## src/hw/rtl/cramp_pkg.sv

```systemverilog
// Types and constants shared by the colour ramp interpolator modules.
`timescale 1ns / 1ps
`default_nettype none
package cramp_pkg;
  localparam int MaxPoints = 6;
  localparam int KeyW      = 9;
  localparam int ChanW     = 8;
  localparam int PointW    = 33;
  localparam int CfgIdxW   = 3;
  localparam int DiffW     = 10;              // keys span at most 511
  localparam int RemW      = 19;              // 2 * 255 * 511 + 511 fits
  localparam int QBits     = 8;               // quotient never exceeds 255
  localparam int FifoDepth = 2;

  localparam logic [CfgIdxW-1:0] RegPointCount = 3'd0;
  localparam logic [CfgIdxW-1:0] RegPoint0     = 3'd1;
  localparam logic [CfgIdxW-1:0] RegPoint5     = 3'd6;

  localparam logic signed [KeyW-1:0] KeyLow  = -9'sd255;
  localparam logic signed [KeyW-1:0] KeyHigh = 9'sd255;

  // One classified sample travelling from front to back.
  typedef struct packed {
    logic [DiffW-1:0]    num;   // sample minus lower key
    logic [DiffW-1:0]    den;   // upper key minus lower key
    logic [2:0][ChanW-1:0] lo;
    logic [2:0][ChanW-1:0] hi;
  } span_t;

  // Divider pipeline stage contents.
  typedef struct packed {
    logic [DiffW-1:0]      den;
    logic [2:0]            neg;
    logic [2:0][ChanW-1:0] lo;
    logic [2:0][ChanW-1:0] hi;
    logic [2:0][RemW-1:0]  rem;
    logic [2:0][QBits-1:0] quo;
  } div_t;
endpackage
`default_nettype wire

```

## src/hw/rtl/cramp_if.sv

```systemverilog
// Handshake interfaces for the sample input and the colour output channels.
`timescale 1ns / 1ps
`default_nettype none
interface cramp_sample_if;
  logic              valid;
  logic              ready;
  logic signed [8:0] sample_value;
  modport source (output valid, output sample_value, input ready);
  modport sink (input valid, input sample_value, output ready);
endinterface

interface cramp_colour_if;
  logic       valid;
  logic       ready;
  logic [7:0] red;
  logic [7:0] green;
  logic [7:0] blue;
  modport source (output valid, output red, output green, output blue, input ready);
  modport sink (input valid, input red, input green, input blue, output ready);
endinterface
`default_nettype wire

```

## src/hw/rtl/cramp_front.sv

```systemverilog
// Front end: holds the ramp registers, clamps each sample and finds its span.
`timescale 1ns / 1ps
`default_nettype none
module cramp_front import cramp_pkg::*; (
  input  wire logic                  clk,
  input  wire logic                  rst,
  input  wire logic                  cfg_we,
  input  wire logic [CfgIdxW-1:0]    cfg_index,
  input  wire logic [PointW-1:0]     cfg_data,
  input  wire logic signed [KeyW-1:0] sample,
  output span_t                      span
);
  logic [2:0]        point_count;
  logic [PointW-1:0] points [MaxPoints];

  always_ff @(posedge clk) begin
    if (rst) begin
      point_count <= '0;
      for (int i = 0; i < MaxPoints; i++) points[i] <= '0;
    end else if (cfg_we) begin
      if (cfg_index == RegPointCount) begin
        point_count <= cfg_data[2:0];
      end else if (cfg_index >= RegPoint0 && cfg_index <= RegPoint5) begin
        points[cfg_index - RegPoint0] <= cfg_data;
      end
    end
  end

  logic signed [KeyW:0]   v;
  logic signed [KeyW-1:0] lo_key, hi_key, pk;
  logic [2:0][ChanW-1:0]  lo_c, hi_c;
  logic signed [KeyW+1:0] num_w, den_w;

  always_comb begin
    v = (KeyW+1)'((sample < KeyLow) ? KeyLow : sample);
    lo_key = KeyLow;
    lo_c   = '0;
    hi_key = KeyHigh;
    hi_c   = '1;
    pk     = '0;
    for (int i = 0; i < MaxPoints; i++) begin
      pk = points[i][32:24];
      if (3'(i) < point_count && pk <= v) begin
        lo_key = pk;
        lo_c   = {points[i][7:0], points[i][15:8], points[i][23:16]};
      end
    end
    for (int i = MaxPoints - 1; i >= 0; i--) begin
      pk = points[i][32:24];
      if (3'(i) < point_count && pk >= v) begin
        hi_key = pk;
        hi_c   = {points[i][7:0], points[i][15:8], points[i][23:16]};
      end
    end
    num_w = (KeyW+2)'(v) - (KeyW+2)'(lo_key);
    den_w = (KeyW+2)'(hi_key) - (KeyW+2)'(lo_key);
    span.num = num_w[DiffW-1:0];
    span.den = den_w[DiffW-1:0];
    span.lo  = lo_c;
    span.hi  = hi_c;
  end
endmodule
`default_nettype wire

```

## src/hw/rtl/cramp_fifo.sv

```systemverilog
// Two-entry queue between the front end and the divider back end.
`timescale 1ns / 1ps
`default_nettype none
module cramp_fifo import cramp_pkg::*; (
  input  wire logic  clk,
  input  wire logic  rst,
  input  wire logic  push,
  input  span_t      push_data,
  output logic       full,
  input  wire logic  pop,
  output logic       empty,
  output span_t      pop_data
);
  span_t mem [FifoDepth];
  logic  wr_ptr, rd_ptr;
  logic [1:0] count;

  assign full     = (count == 2'(FifoDepth));
  assign empty    = (count == '0);
  assign pop_data = mem[rd_ptr];

  always_ff @(posedge clk) begin
    if (push) mem[wr_ptr] <= push_data;
  end

  always_ff @(posedge clk) begin
    if (rst) begin
      wr_ptr <= 1'b0;
      rd_ptr <= 1'b0;
      count  <= '0;
    end else begin
      if (push) wr_ptr <= ~wr_ptr;
      if (pop) rd_ptr <= ~rd_ptr;
      count <= count + 2'(push) - 2'(pop);
    end
  end
endmodule
`default_nettype wire

```

## src/hw/rtl/cramp_back.sv

```systemverilog
// Back end: multiplies, divides with rounding over eight stages, forms the colour.
`timescale 1ns / 1ps
`default_nettype none
module cramp_back import cramp_pkg::*; (
  input  wire logic  clk,
  input  wire logic  rst,
  input  wire logic  in_valid,
  input  span_t      in_data,
  output logic       in_take,
  output logic       out_valid,
  input  wire logic  out_ready,
  output logic [ChanW-1:0] out_red,
  output logic [ChanW-1:0] out_green,
  output logic [ChanW-1:0] out_blue
);
  localparam int Stages = QBits + 1;

  logic  en;
  logic  vld [Stages];
  div_t  st  [Stages];
  div_t  st_next [Stages];

  // The whole pipe moves together; only a held output beat stops it.
  assign en      = !out_valid || out_ready;
  assign in_take = en && in_valid;

  // Stage 0: magnitude of num * (hi - lo), one 10x8 product per channel.
  always_comb begin
    logic [ChanW-1:0] mag;
    mag = '0;
    st_next[0].den = in_data.den;
    st_next[0].lo  = in_data.lo;
    st_next[0].hi  = in_data.hi;
    st_next[0].quo = '0;
    for (int c = 0; c < 3; c++) begin
      st_next[0].neg[c] = in_data.hi[c] < in_data.lo[c];
      mag = st_next[0].neg[c] ? in_data.lo[c] - in_data.hi[c]
                              : in_data.hi[c] - in_data.lo[c];
      st_next[0].rem[c] = RemW'(in_data.num) * RemW'(mag);
    end
  end

  // Restoring division of 2m + d by 2d, one quotient bit per stage.
  for (genvar j = 1; j < Stages; j++) begin : g_div
    always_comb begin
      logic [RemW-1:0] r, dv;
      st_next[j] = st[j-1];
      dv = RemW'({st[j-1].den, 1'b0}) << (QBits - j);
      for (int c = 0; c < 3; c++) begin
        r = (j == 1) ? RemW'({st[j-1].rem[c], 1'b0}) + RemW'(st[j-1].den)
                     : st[j-1].rem[c];
        if (r >= dv) begin
          st_next[j].rem[c] = r - dv;
          st_next[j].quo[c][QBits-j] = 1'b1;
        end else begin
          st_next[j].rem[c] = r;
        end
      end
    end
  end

  always_ff @(posedge clk) begin
    if (en) begin
      for (int s = 0; s < Stages; s++) st[s] <= st_next[s];
    end
  end

  always_ff @(posedge clk) begin
    if (rst) begin
      for (int s = 0; s < Stages; s++) vld[s] <= 1'b0;
      out_valid <= 1'b0;
    end else if (en) begin
      vld[0] <= in_valid;
      for (int s = 1; s < Stages; s++) vld[s] <= vld[s-1];
      out_valid <= vld[Stages-1];
    end
  end

  logic [2:0][ChanW-1:0] col;
  always_comb begin
    for (int c = 0; c < 3; c++) begin
      if (st[Stages-1].den == '0) begin
        col[c] = st[Stages-1].hi[c];
      end else if (st[Stages-1].neg[c]) begin
        col[c] = st[Stages-1].lo[c] - st[Stages-1].quo[c];
      end else begin
        col[c] = st[Stages-1].lo[c] + st[Stages-1].quo[c];
      end
    end
  end

  always_ff @(posedge clk) begin
    if (en) begin
      out_red   <= col[0];
      out_green <= col[1];
      out_blue  <= col[2];
    end
  end
endmodule
`default_nettype wire

```

## src/hw/rtl/colour_ramp_interpolator_core.sv

```systemverilog
// Top level of the colour ramp interpolator.
//   channel   dir  beat payload            handshake
//   in_ch     in   sample_value [8:0] s    valid/ready
//   out_ch    out  red, green, blue [7:0]  valid/ready
//   cfg       in   cfg_index, cfg_data     cfg_we, no back-pressure
// One sample is accepted per clock while the two-entry queue has room.
// A sample passes through the queue, the product stage, eight divider stages and the output register.
// The eight-stage restoring divider sets the latency; one beat per clock while not stalled.
// rst is synchronous and clears the ramp registers, queue and pipe valids.
// A held output beat stalls the back end; the front keeps taking beats until the queue fills.
`timescale 1ns / 1ps
`default_nettype none
module colour_ramp_interpolator_core import cramp_pkg::*; (
  input  wire logic               clk,
  input  wire logic               rst,
  input  wire logic               cfg_we,
  input  wire logic [CfgIdxW-1:0] cfg_index,
  input  wire logic [PointW-1:0]  cfg_data,
  cramp_sample_if.sink            in_ch,
  cramp_colour_if.source          out_ch
);
  span_t span, q_data;
  logic  full, empty, take, push;

  assign in_ch.ready = !full;
  assign push        = in_ch.valid && !full;

  cramp_front u_front (
    .clk, .rst, .cfg_we, .cfg_index, .cfg_data,
    .sample (in_ch.sample_value),
    .span   (span)
  );

  cramp_fifo u_fifo (
    .clk, .rst,
    .push      (push),
    .push_data (span),
    .full      (full),
    .pop       (take),
    .empty     (empty),
    .pop_data  (q_data)
  );

  cramp_back u_back (
    .clk, .rst,
    .in_valid  (!empty),
    .in_data   (q_data),
    .in_take   (take),
    .out_valid (out_ch.valid),
    .out_ready (out_ch.ready),
    .out_red   (out_ch.red),
    .out_green (out_ch.green),
    .out_blue  (out_ch.blue)
  );
endmodule
`default_nettype wire

```

## src/flat_wrapper.sv

```systemverilog
// flat-port wrapper written by rule: the top's interface ports become plain ports
module colour_ramp_interpolator_core_flat import cramp_pkg::*;
  (clk, rst, cfg_we, cfg_index, cfg_data, in_ch_valid, in_ch_sample_value, in_ch_ready, out_ch_valid, out_ch_red, out_ch_green, out_ch_blue, out_ch_ready);
  cramp_sample_if in_ch_i ();
  cramp_colour_if out_ch_i ();
  input  wire logic clk;
  input  wire logic rst;
  input  wire logic cfg_we;
  input  wire logic [CfgIdxW-1:0] cfg_index;
  input  wire logic [PointW-1:0] cfg_data;
  input wire logic [$bits(in_ch_i.valid)-1:0] in_ch_valid;
  input wire logic [$bits(in_ch_i.sample_value)-1:0] in_ch_sample_value;
  output wire logic [$bits(in_ch_i.ready)-1:0] in_ch_ready;
  output wire logic [$bits(out_ch_i.valid)-1:0] out_ch_valid;
  output wire logic [$bits(out_ch_i.red)-1:0] out_ch_red;
  output wire logic [$bits(out_ch_i.green)-1:0] out_ch_green;
  output wire logic [$bits(out_ch_i.blue)-1:0] out_ch_blue;
  input wire logic [$bits(out_ch_i.ready)-1:0] out_ch_ready;
  assign in_ch_i.valid = in_ch_valid;
  assign in_ch_i.sample_value = in_ch_sample_value;
  assign in_ch_ready = in_ch_i.ready;
  assign out_ch_valid = out_ch_i.valid;
  assign out_ch_red = out_ch_i.red;
  assign out_ch_green = out_ch_i.green;
  assign out_ch_blue = out_ch_i.blue;
  assign out_ch_i.ready = out_ch_ready;
  colour_ramp_interpolator_core u_core (.clk(clk), .rst(rst), .cfg_we(cfg_we), .cfg_index(cfg_index), .cfg_data(cfg_data), .in_ch(in_ch_i), .out_ch(out_ch_i));
endmodule
```

## config.mk

```make
export PLATFORM = sky130hd
export DESIGN_NAME = colour_ramp_interpolator_core_flat
export DESIGN_NICKNAME = d
export VERILOG_FILES = /design/src/hw/rtl/cramp_pkg.sv /design/src/hw/rtl/cramp_if.sv /design/src/hw/rtl/cramp_front.sv /design/src/hw/rtl/cramp_fifo.sv /design/src/hw/rtl/cramp_back.sv /design/src/hw/rtl/colour_ramp_interpolator_core.sv /design/src/flat_wrapper.sv
export SDC_FILE = /design/constraint.sdc
export NUM_CORES = 2
export LEC_CHECK = 0
export BUFFER_PORTS_ARGS = -buffer_cell sky130_fd_sc_hd__buf_2
export CAP_MARGIN = 20
export CORE_AREA = 8 8 404 505
export CTS_CLUSTER_DIAMETER = 60
export CTS_CLUSTER_SIZE = 14
export DETAILED_ROUTE_END_ITERATION = 10
export DIE_AREA = 0 0 412 513
export GPL_ROUTABILITY_DRIVEN = 1
export MAX_ROUTING_LAYER = met4
export SKIP_CTS_REPAIR_TIMING = 1
export SYNTH_ARGS = -nofsm -noshare
export SYNTH_HDL_FRONTEND = slang
export SYNTH_SLANG_ARGS = --single-unit
```

## constraint.sdc

```tcl
create_clock -name clk -period 43.3 [get_ports clk]
set_clock_uncertainty 0.2 [all_clocks]
set_input_delay 0 -clock clk [delete_from_list [all_inputs] [get_ports clk]]
set_output_delay 0 -clock clk [all_outputs]
set_load 0.02 [all_outputs]
```

---- After elaboration in Yosys (flattened, before gate mapping) ----
Memory sizes are Yosys's and may differ from the RTL's. A register that Yosys moved wholly into a read port is not among the register bits.
Index checks and enable logic that the tools add are counted.
operators by class
  order comparisons ....................... 48
  equal/unequal tests ..................... 1
  multiplexer cells ....................... 109
  add/subtract/negate cells ............... 44
  bitwise operators ....................... 11
  multipliers ............................. 3
  reduce and logical (&&, ||, !) cells .... 24
operator list
  operator                                                    number
  19-bit two-way mux                                          24
  24-bit two-way mux                                          12
  9-bit two-way mux                                           12
  8-bit two-way mux                                           9
  8-bit subtractor                                            9
  9-bit by 10-bit >= comparator with 1-bit output             6
  9-bit by 10-bit less-or-equal comparator with 1-bit output  6
  19-bit by 10-bit adder with 19-bit output                   3
  19-bit by 11-bit >= comparator with 1-bit output            3
  19-bit by 12-bit >= comparator with 1-bit output            3
  19-bit by 13-bit >= comparator with 1-bit output            3
  19-bit by 14-bit >= comparator with 1-bit output            3
  19-bit by 15-bit >= comparator with 1-bit output            3
  19-bit by 16-bit >= comparator with 1-bit output            3
  19-bit by 17-bit >= comparator with 1-bit output            3
  19-bit by 18-bit >= comparator with 1-bit output            3
  19-bit by 11-bit subtractor with 19-bit output              3
  19-bit by 12-bit subtractor with 19-bit output              3
  19-bit by 13-bit subtractor with 19-bit output              3
  19-bit by 14-bit subtractor with 19-bit output              3
  19-bit by 15-bit subtractor with 19-bit output              3
  19-bit by 16-bit subtractor with 19-bit output              3
  19-bit by 17-bit subtractor with 19-bit output              3
  19-bit by 18-bit subtractor with 19-bit output              3
  other kinds (29)                                            111
storage, ports and cells
  output and inout bits ................... 26
  bits in writable memories ............... 1621
  memories ................................ 4
  bits in registers ....................... 31
  word-level logic and storage cells ...... 251
memory list
  memory                 words  width  rd ports  clocked after Yosys merged registers in  write ports  RTL line           source
  u_core.u_back.st       9      142    9         0                                        9            cramp_back.sv:20   div_t st [Stages];
  u_core.u_front.points  6      33     6         0                                        6            cramp_front.sv:14  logic [PointW-1:0] points [MaxPoints];
  u_core.u_fifo.mem      2      68     1         1                                        1            cramp_fifo.sv:14   span_t mem [FifoDepth];
  u_core.u_back.vld      9      1      9         1                                        9            cramp_back.sv:19   logic vld [Stages];

---- Longest topological paths before layout ----
  depth in word-level cells ............... 11
  mapped depth ............................ 33

---- Hierarchy ----
A second synthesis with hierarchy kept.
unflattened totals
  cell total of the unflattened synthesis .. 6274
  area, all modules ....................... 78831.9 µm²
modules (own cells, without submodules)
  module                         cells each  area each (µm²)  times used
  cramp_back                     4754        60683.2          1
  cramp_front                    1284        12921.1          1
  cramp_fifo                     233         5213.8           1
  colour_ramp_interpolator_core  3           13.8             1

---- Least setup slack after synthesis ----
Ideal clock, no wire load.
  path type ............................... reg2reg
  from .................................... reg u_core.u_back.out_valid, read port of u_core.u_back.vld
  to ...................................... reg u_core.u_fifo.count[1]
  clock period less this slack ............ 27854 ps
  data arrival time ....................... 27526 ps
  setup slack ............................. 15446 ps
  library setup time ...................... 128 ps
  data required time ...................... 42972 ps
  cell stages (with the launch flop) ...... 11
  cells stage by stage .................... dfxtp_1 nor2b_1 inv_1 o21ai_0 inv_1 ha_1 inv_1 ha_1 xor2_1 xnor2_1 nor2_1
between the ends
  word-level cells in the longest chain between the ends .. 4
ends and longest elaborated chain
  element                                      RTL line                             source
  start, declared                              cramp_back.sv:10                     output logic out_valid,
  1-bit logical NOT                            cramp_back.sv:24                     assign en = !out_valid || out_ready;
  1-bit logical OR                             cramp_back.sv:24
  via u_core.u_back.en                         cramp_back.sv:18                     logic en;
  1-bit logical AND                            cramp_back.sv:25                     assign in_take = en && in_valid;
  via u_core.take                              colour_ramp_interpolator_core.sv:23  logic full, empty, take, push;
  2-bit by 1-bit subtractor with 2-bit output  cramp_fifo.sv:34                     count <= count + 2'(push) - 2'(pop);
  end signal, assigned                         cramp_fifo.sv:34
  end, declared                                cramp_fifo.sv:16                     logic [1:0] count;
The timed path passes the listed nets, and every way through them passes these cells.
A chain may end at the register's enable or synchronous reset.

==> flow_metrics.py <==
metrics = {
    "outcome": {
        "outcome": "finished, final reports clean",
    },
    "drt": {
        "drc": 0,
        "routed.top_layer": "met4",
        "wl_met1_um": 71100,
        "initialDrtViolationCount": 3251,
        "drtPass1Iterations": 7,
        "routed_wl_um": 188000,
        "vias": 48600,
        "wl_per_cell_um": 20.4,
        "wl_met2_um": 96400,
        "vias_per_cell": 5.29,
        "wl_met3_um": 7450,
        "detail-route-antenna-nets": 0,
    },
    "logic_synthesis": {
        "synth_enable_flop_cells": 1456,
        "syn_area_per_cell_sq_um": 12.3,
        "async_reset_ff_share_pct": 0,
        "synth_nets": 7081,
        "synth_top_flop_cell": "edfxtp_1",
        "ys_ff_latch": 1465,
        "yosysSeqAreaShare_pct": 56.3,
        "synth_cells": 6326,
        "yosys_warnings": 0,
        "syn_area_sq_um": 77900,
        "ys_types": 90,
    },
    "floorplan": {
        "rows": 182,
        "coreArea_sq_um": 196000,
        "die_w_um": 412,
        "initial_core_util_pct": 39.8,
        "die_h_um": 513,
        "design.die.area_sq_um": 211000,
        "io_pins": 76,
    },
    "setup_path": {
        "crit_top_cell": "fa_1",
        "cp_slowest_cell": "dfxtp_4",
        "cpLargestDelayFamily": "compound AO/OA/AOI/OAI gates",
        "crit_cells": 25,
        "cp-start-kind": "register",
        "crit_arrival_ns": 9.62,
        "reg2reg_slack_ns": 34.01,
        "path_buf_inv": 5,
        "worstReg2RegEnd": "u_core.u_back.st[0][40]",
        "path_max_fanout": 44,
        "cp_data_required_time_ns": 43.63,
        "crit_path_max_incr_delay_ns": 0.73,
        "worst_setup_path_end_kind": "register",
        "path_class": "reg -> reg",
        "r2r_cells": 25,
    },
    "grt": {
        "antenna_found_initial": 2,
        "track_usage_pct": 17.8,
        "grt_pass1_wl_um": 284000,
        "grt_pass1_vias": 49500,
        "overflow": 0,
        "grt_max_degree": 198,
    },
    "worst_hold_path": {
        "hold_path_depth": 4,
        "hold_path.class": "in -> reg",
        "hp-start": "cfg_data[1]",
        "hold-path-endpoint": "u_core.u_front.points[5][1]",
    },
    "timing": {
        "fmax_mhz": 108,
        "finalCriticalPeriod_ns": 9.29,
        "fin_crit_sh_pct": 21.5,
        "setup_viol": 0,
        "slew_viol_final": 0,
        "setup_tns_ns": 0,
        "tightest_slew_ns": 1.32,
        "hold_viol": 0,
        "grt_setup_unrepaired": "false",
        "maxSlewHeadroom_pct": 11.8,
    },
    "final_layout": {
        "drive_gt1_share_pct": 8.06,
        "layout.nets": 7285,
        "area_delta_synth_final_pct": 11.4,
    },
    "clock_tree": {
        "clock_latency_ns": 0.81,
        "cts_root_buf": "clkbuf_16",
        "cts.sink_count": 1465,
        "cts_inserted_buffers": 143,
        "h-tree-depth": 4,
        "clk_pin_slew_ns": 0.07,
        "cts_buffer_depth": 3,
        "cts_tree": "yes",
    },
    "flow_run": {
        "max-cap-violations": 0,
    },
    "placement": {
        "gp_congestion": 0.915,
        "io_buffer_count": 75,
        "dp_hpwl_um": 135000,
    },
}
sequential cells by signal, indices dropped and copies added, names as in the netlist, named ones only:
| register | flops |
|---|---|
| u_core.u_fifo.rd_ptr | 1 |
| u_core.u_fifo.wr_ptr | 1 |
| u_core.u_back.out_blue | 8 |
| u_core.u_back.st | 1089 |
| u_core.u_front.point_count | 3 |
| u_core.u_front.points | 198 |
| u_core.u_back.vld | 9 |
| u_core.u_back.out_green | 8 |
| u_core.u_fifo.count | 2 |
| u_core.u_back.out_valid | 1 |
| u_core.u_back.out_red | 8 |
| u_core.u_fifo.mem | 136 |
stage by stage:
step / setup slack (ns) / hold slack [ns] / instance area [sq um] / util [%] / cells
after floorplan: 15.45 / -0.0561 / 77900 / - / 6326
after global placement: 34.06 / 0.0915 / 81600 / 41.7 / 8875
after detailed placement: 33.98 / 0.100 / 81600 / 41.7 / 8878
after CTS: 33.91 / -0.780 / 86000 / 43.9 / 9096
after global routing: 33.33 / 0.00836 / 86800 / 44.3 / 9180
final: 34.01 / 0.00149 / 86800 / 44.3 / 9180
worst reg2reg max path: stages (launching register included):
cell and delay [ns]:
dfxtp_4 0.73, buf_4 0.66, mux2i_1 0.53, inv_1 0.17, fa_1 0.49, a21oi_1 0.26, a2bb2oi_1 0.37, a221oi_1 0.19
o41ai_1 0.58, nand2_1 0.17, xnor2_2 0.49, nand2b_1 0.20, fa_1 0.45, fa_1 0.56, inv_1 0.05, fa_1 0.47
inv_1 0.05, fa_1 0.47, inv_1 0.04, ha_1 0.21, a2111oi_0 0.62, o31ai_1 0.22, o41ai_1 0.45, o21bai_1 0.11
a21oi_1 0.18, xnor2_1 0.07
cell type report:
cell class | count | area (sq um)
Timing Repair Buffer | 223 | 1750
Tap cell | 2576 | 3220
Clock inverter | 58 | 647
Inverter | 585 | 2200
Multi-Input combinational cell | 4112 | 31400
Clock buffer | 160 | 3720
Sequential cell | 1465 | 43900
Fill cell | 17800 | 109000
Antenna cell | 1 | 2.50
synth_stat cells, types with 65 or more instances:
| master | number | share of area [%] |
|---|---|---|
| or3_1 | 65 | 0.52 |
| nand3_1 | 73 | 0.47 |
| fa_1 | 179 | 4.6 |
| mux2i_1 | 103 | 1.3 |
| inv_1 | 584 | 2.8 |
| a21o_1 | 80 | 0.77 |
| xnor2_1 | 209 | 2.3 |
| ha_1 | 526 | 8.4 |
| clkbuf_1 | 139 | 0.67 |
| xor2_1 | 110 | 1.2 |
| nand2_1 | 374 | 1.8 |
| mux2_2 | 86 | 1.2 |
| nor3_1 | 106 | 0.68 |
| a211oi_1 | 68 | 0.66 |
| o21ai_0 | 250 | 1.6 |
| a21oi_1 | 289 | 1.9 |
| nor2b_1 | 97 | 0.78 |
| nand2b_1 | 100 | 0.80 |
| nor2_1 | 629 | 3.0 |
| edfxtp_1 | 1456 | 56 |
placed cells by master (no fill, tap or decap), types with 68 or more instances in the layout:
cell           synthesis  layout
buf_2                 10      76
o21ai_0              250     248
fa_1                 179     179
mux2_2                86      86
a21o_1                80      80
ha_1                 526     526
mux2i_1              103      99
clkbuf_16              0     146
nor2_1               629     626
inv_1                584     583
nor2b_1               97      96
a21oi_1              289     287
nand3_1               73      72
nand2b_1             100      97
nand2_1              374     371
a211oi_1              68      68
dlygate4sd3_1          0      80
xnor2_1              209     209
nor3_1               106     106
edfxtp_1            1456    1456
xor2_1               110     110
metal layers:
layer	GRT usage (%)	vias to the layer above
met5	-	-
met4	10.5	0
met3	2.45	496
met2	31.9	1184
met1	18.7	23400
li1	-	23500
logic make-up (layout without fill, tap and decap cells):
logic type / after synthesis / in the layout / share of synthesized area (%)
mux: 203 / 203 / 2.80
compound gates: 1156 / 1156 / 9.70
simple gates: 1717 / 1717 / 10.6
other cells: 0 / 1 / 0
xor+xnor: 331 / 331 / 3.84
flops: 1465 / 1465 / 56.3
fa+ha+maj: 705 / 705 / 13.0
buf+inv: 749 / 1026 / 3.65
worst max path at each step:
| stage | from | end | slack, ns |
|---|---|---|---|
| finish | register | u_core.u_back.st[0][40] | 34.01 |
| global route | register | u_core.u_back.st[0][40] | 33.33 |
| CTS | register | u_core.u_back.st[0][40] | 33.91 |
| detailed placement | register | u_core.u_back.st[0][40] | 33.98 |
| global placement | register | u_core.u_back.st[0][40] | 34.06 |
| floorplan | u_core.u_back.out_valid | u_core.u_fifo.count[1] | 15.45 |
Power is not shown: default switching activity piles up to over one toggle a cycle in this logic, so the estimate is an artifact.
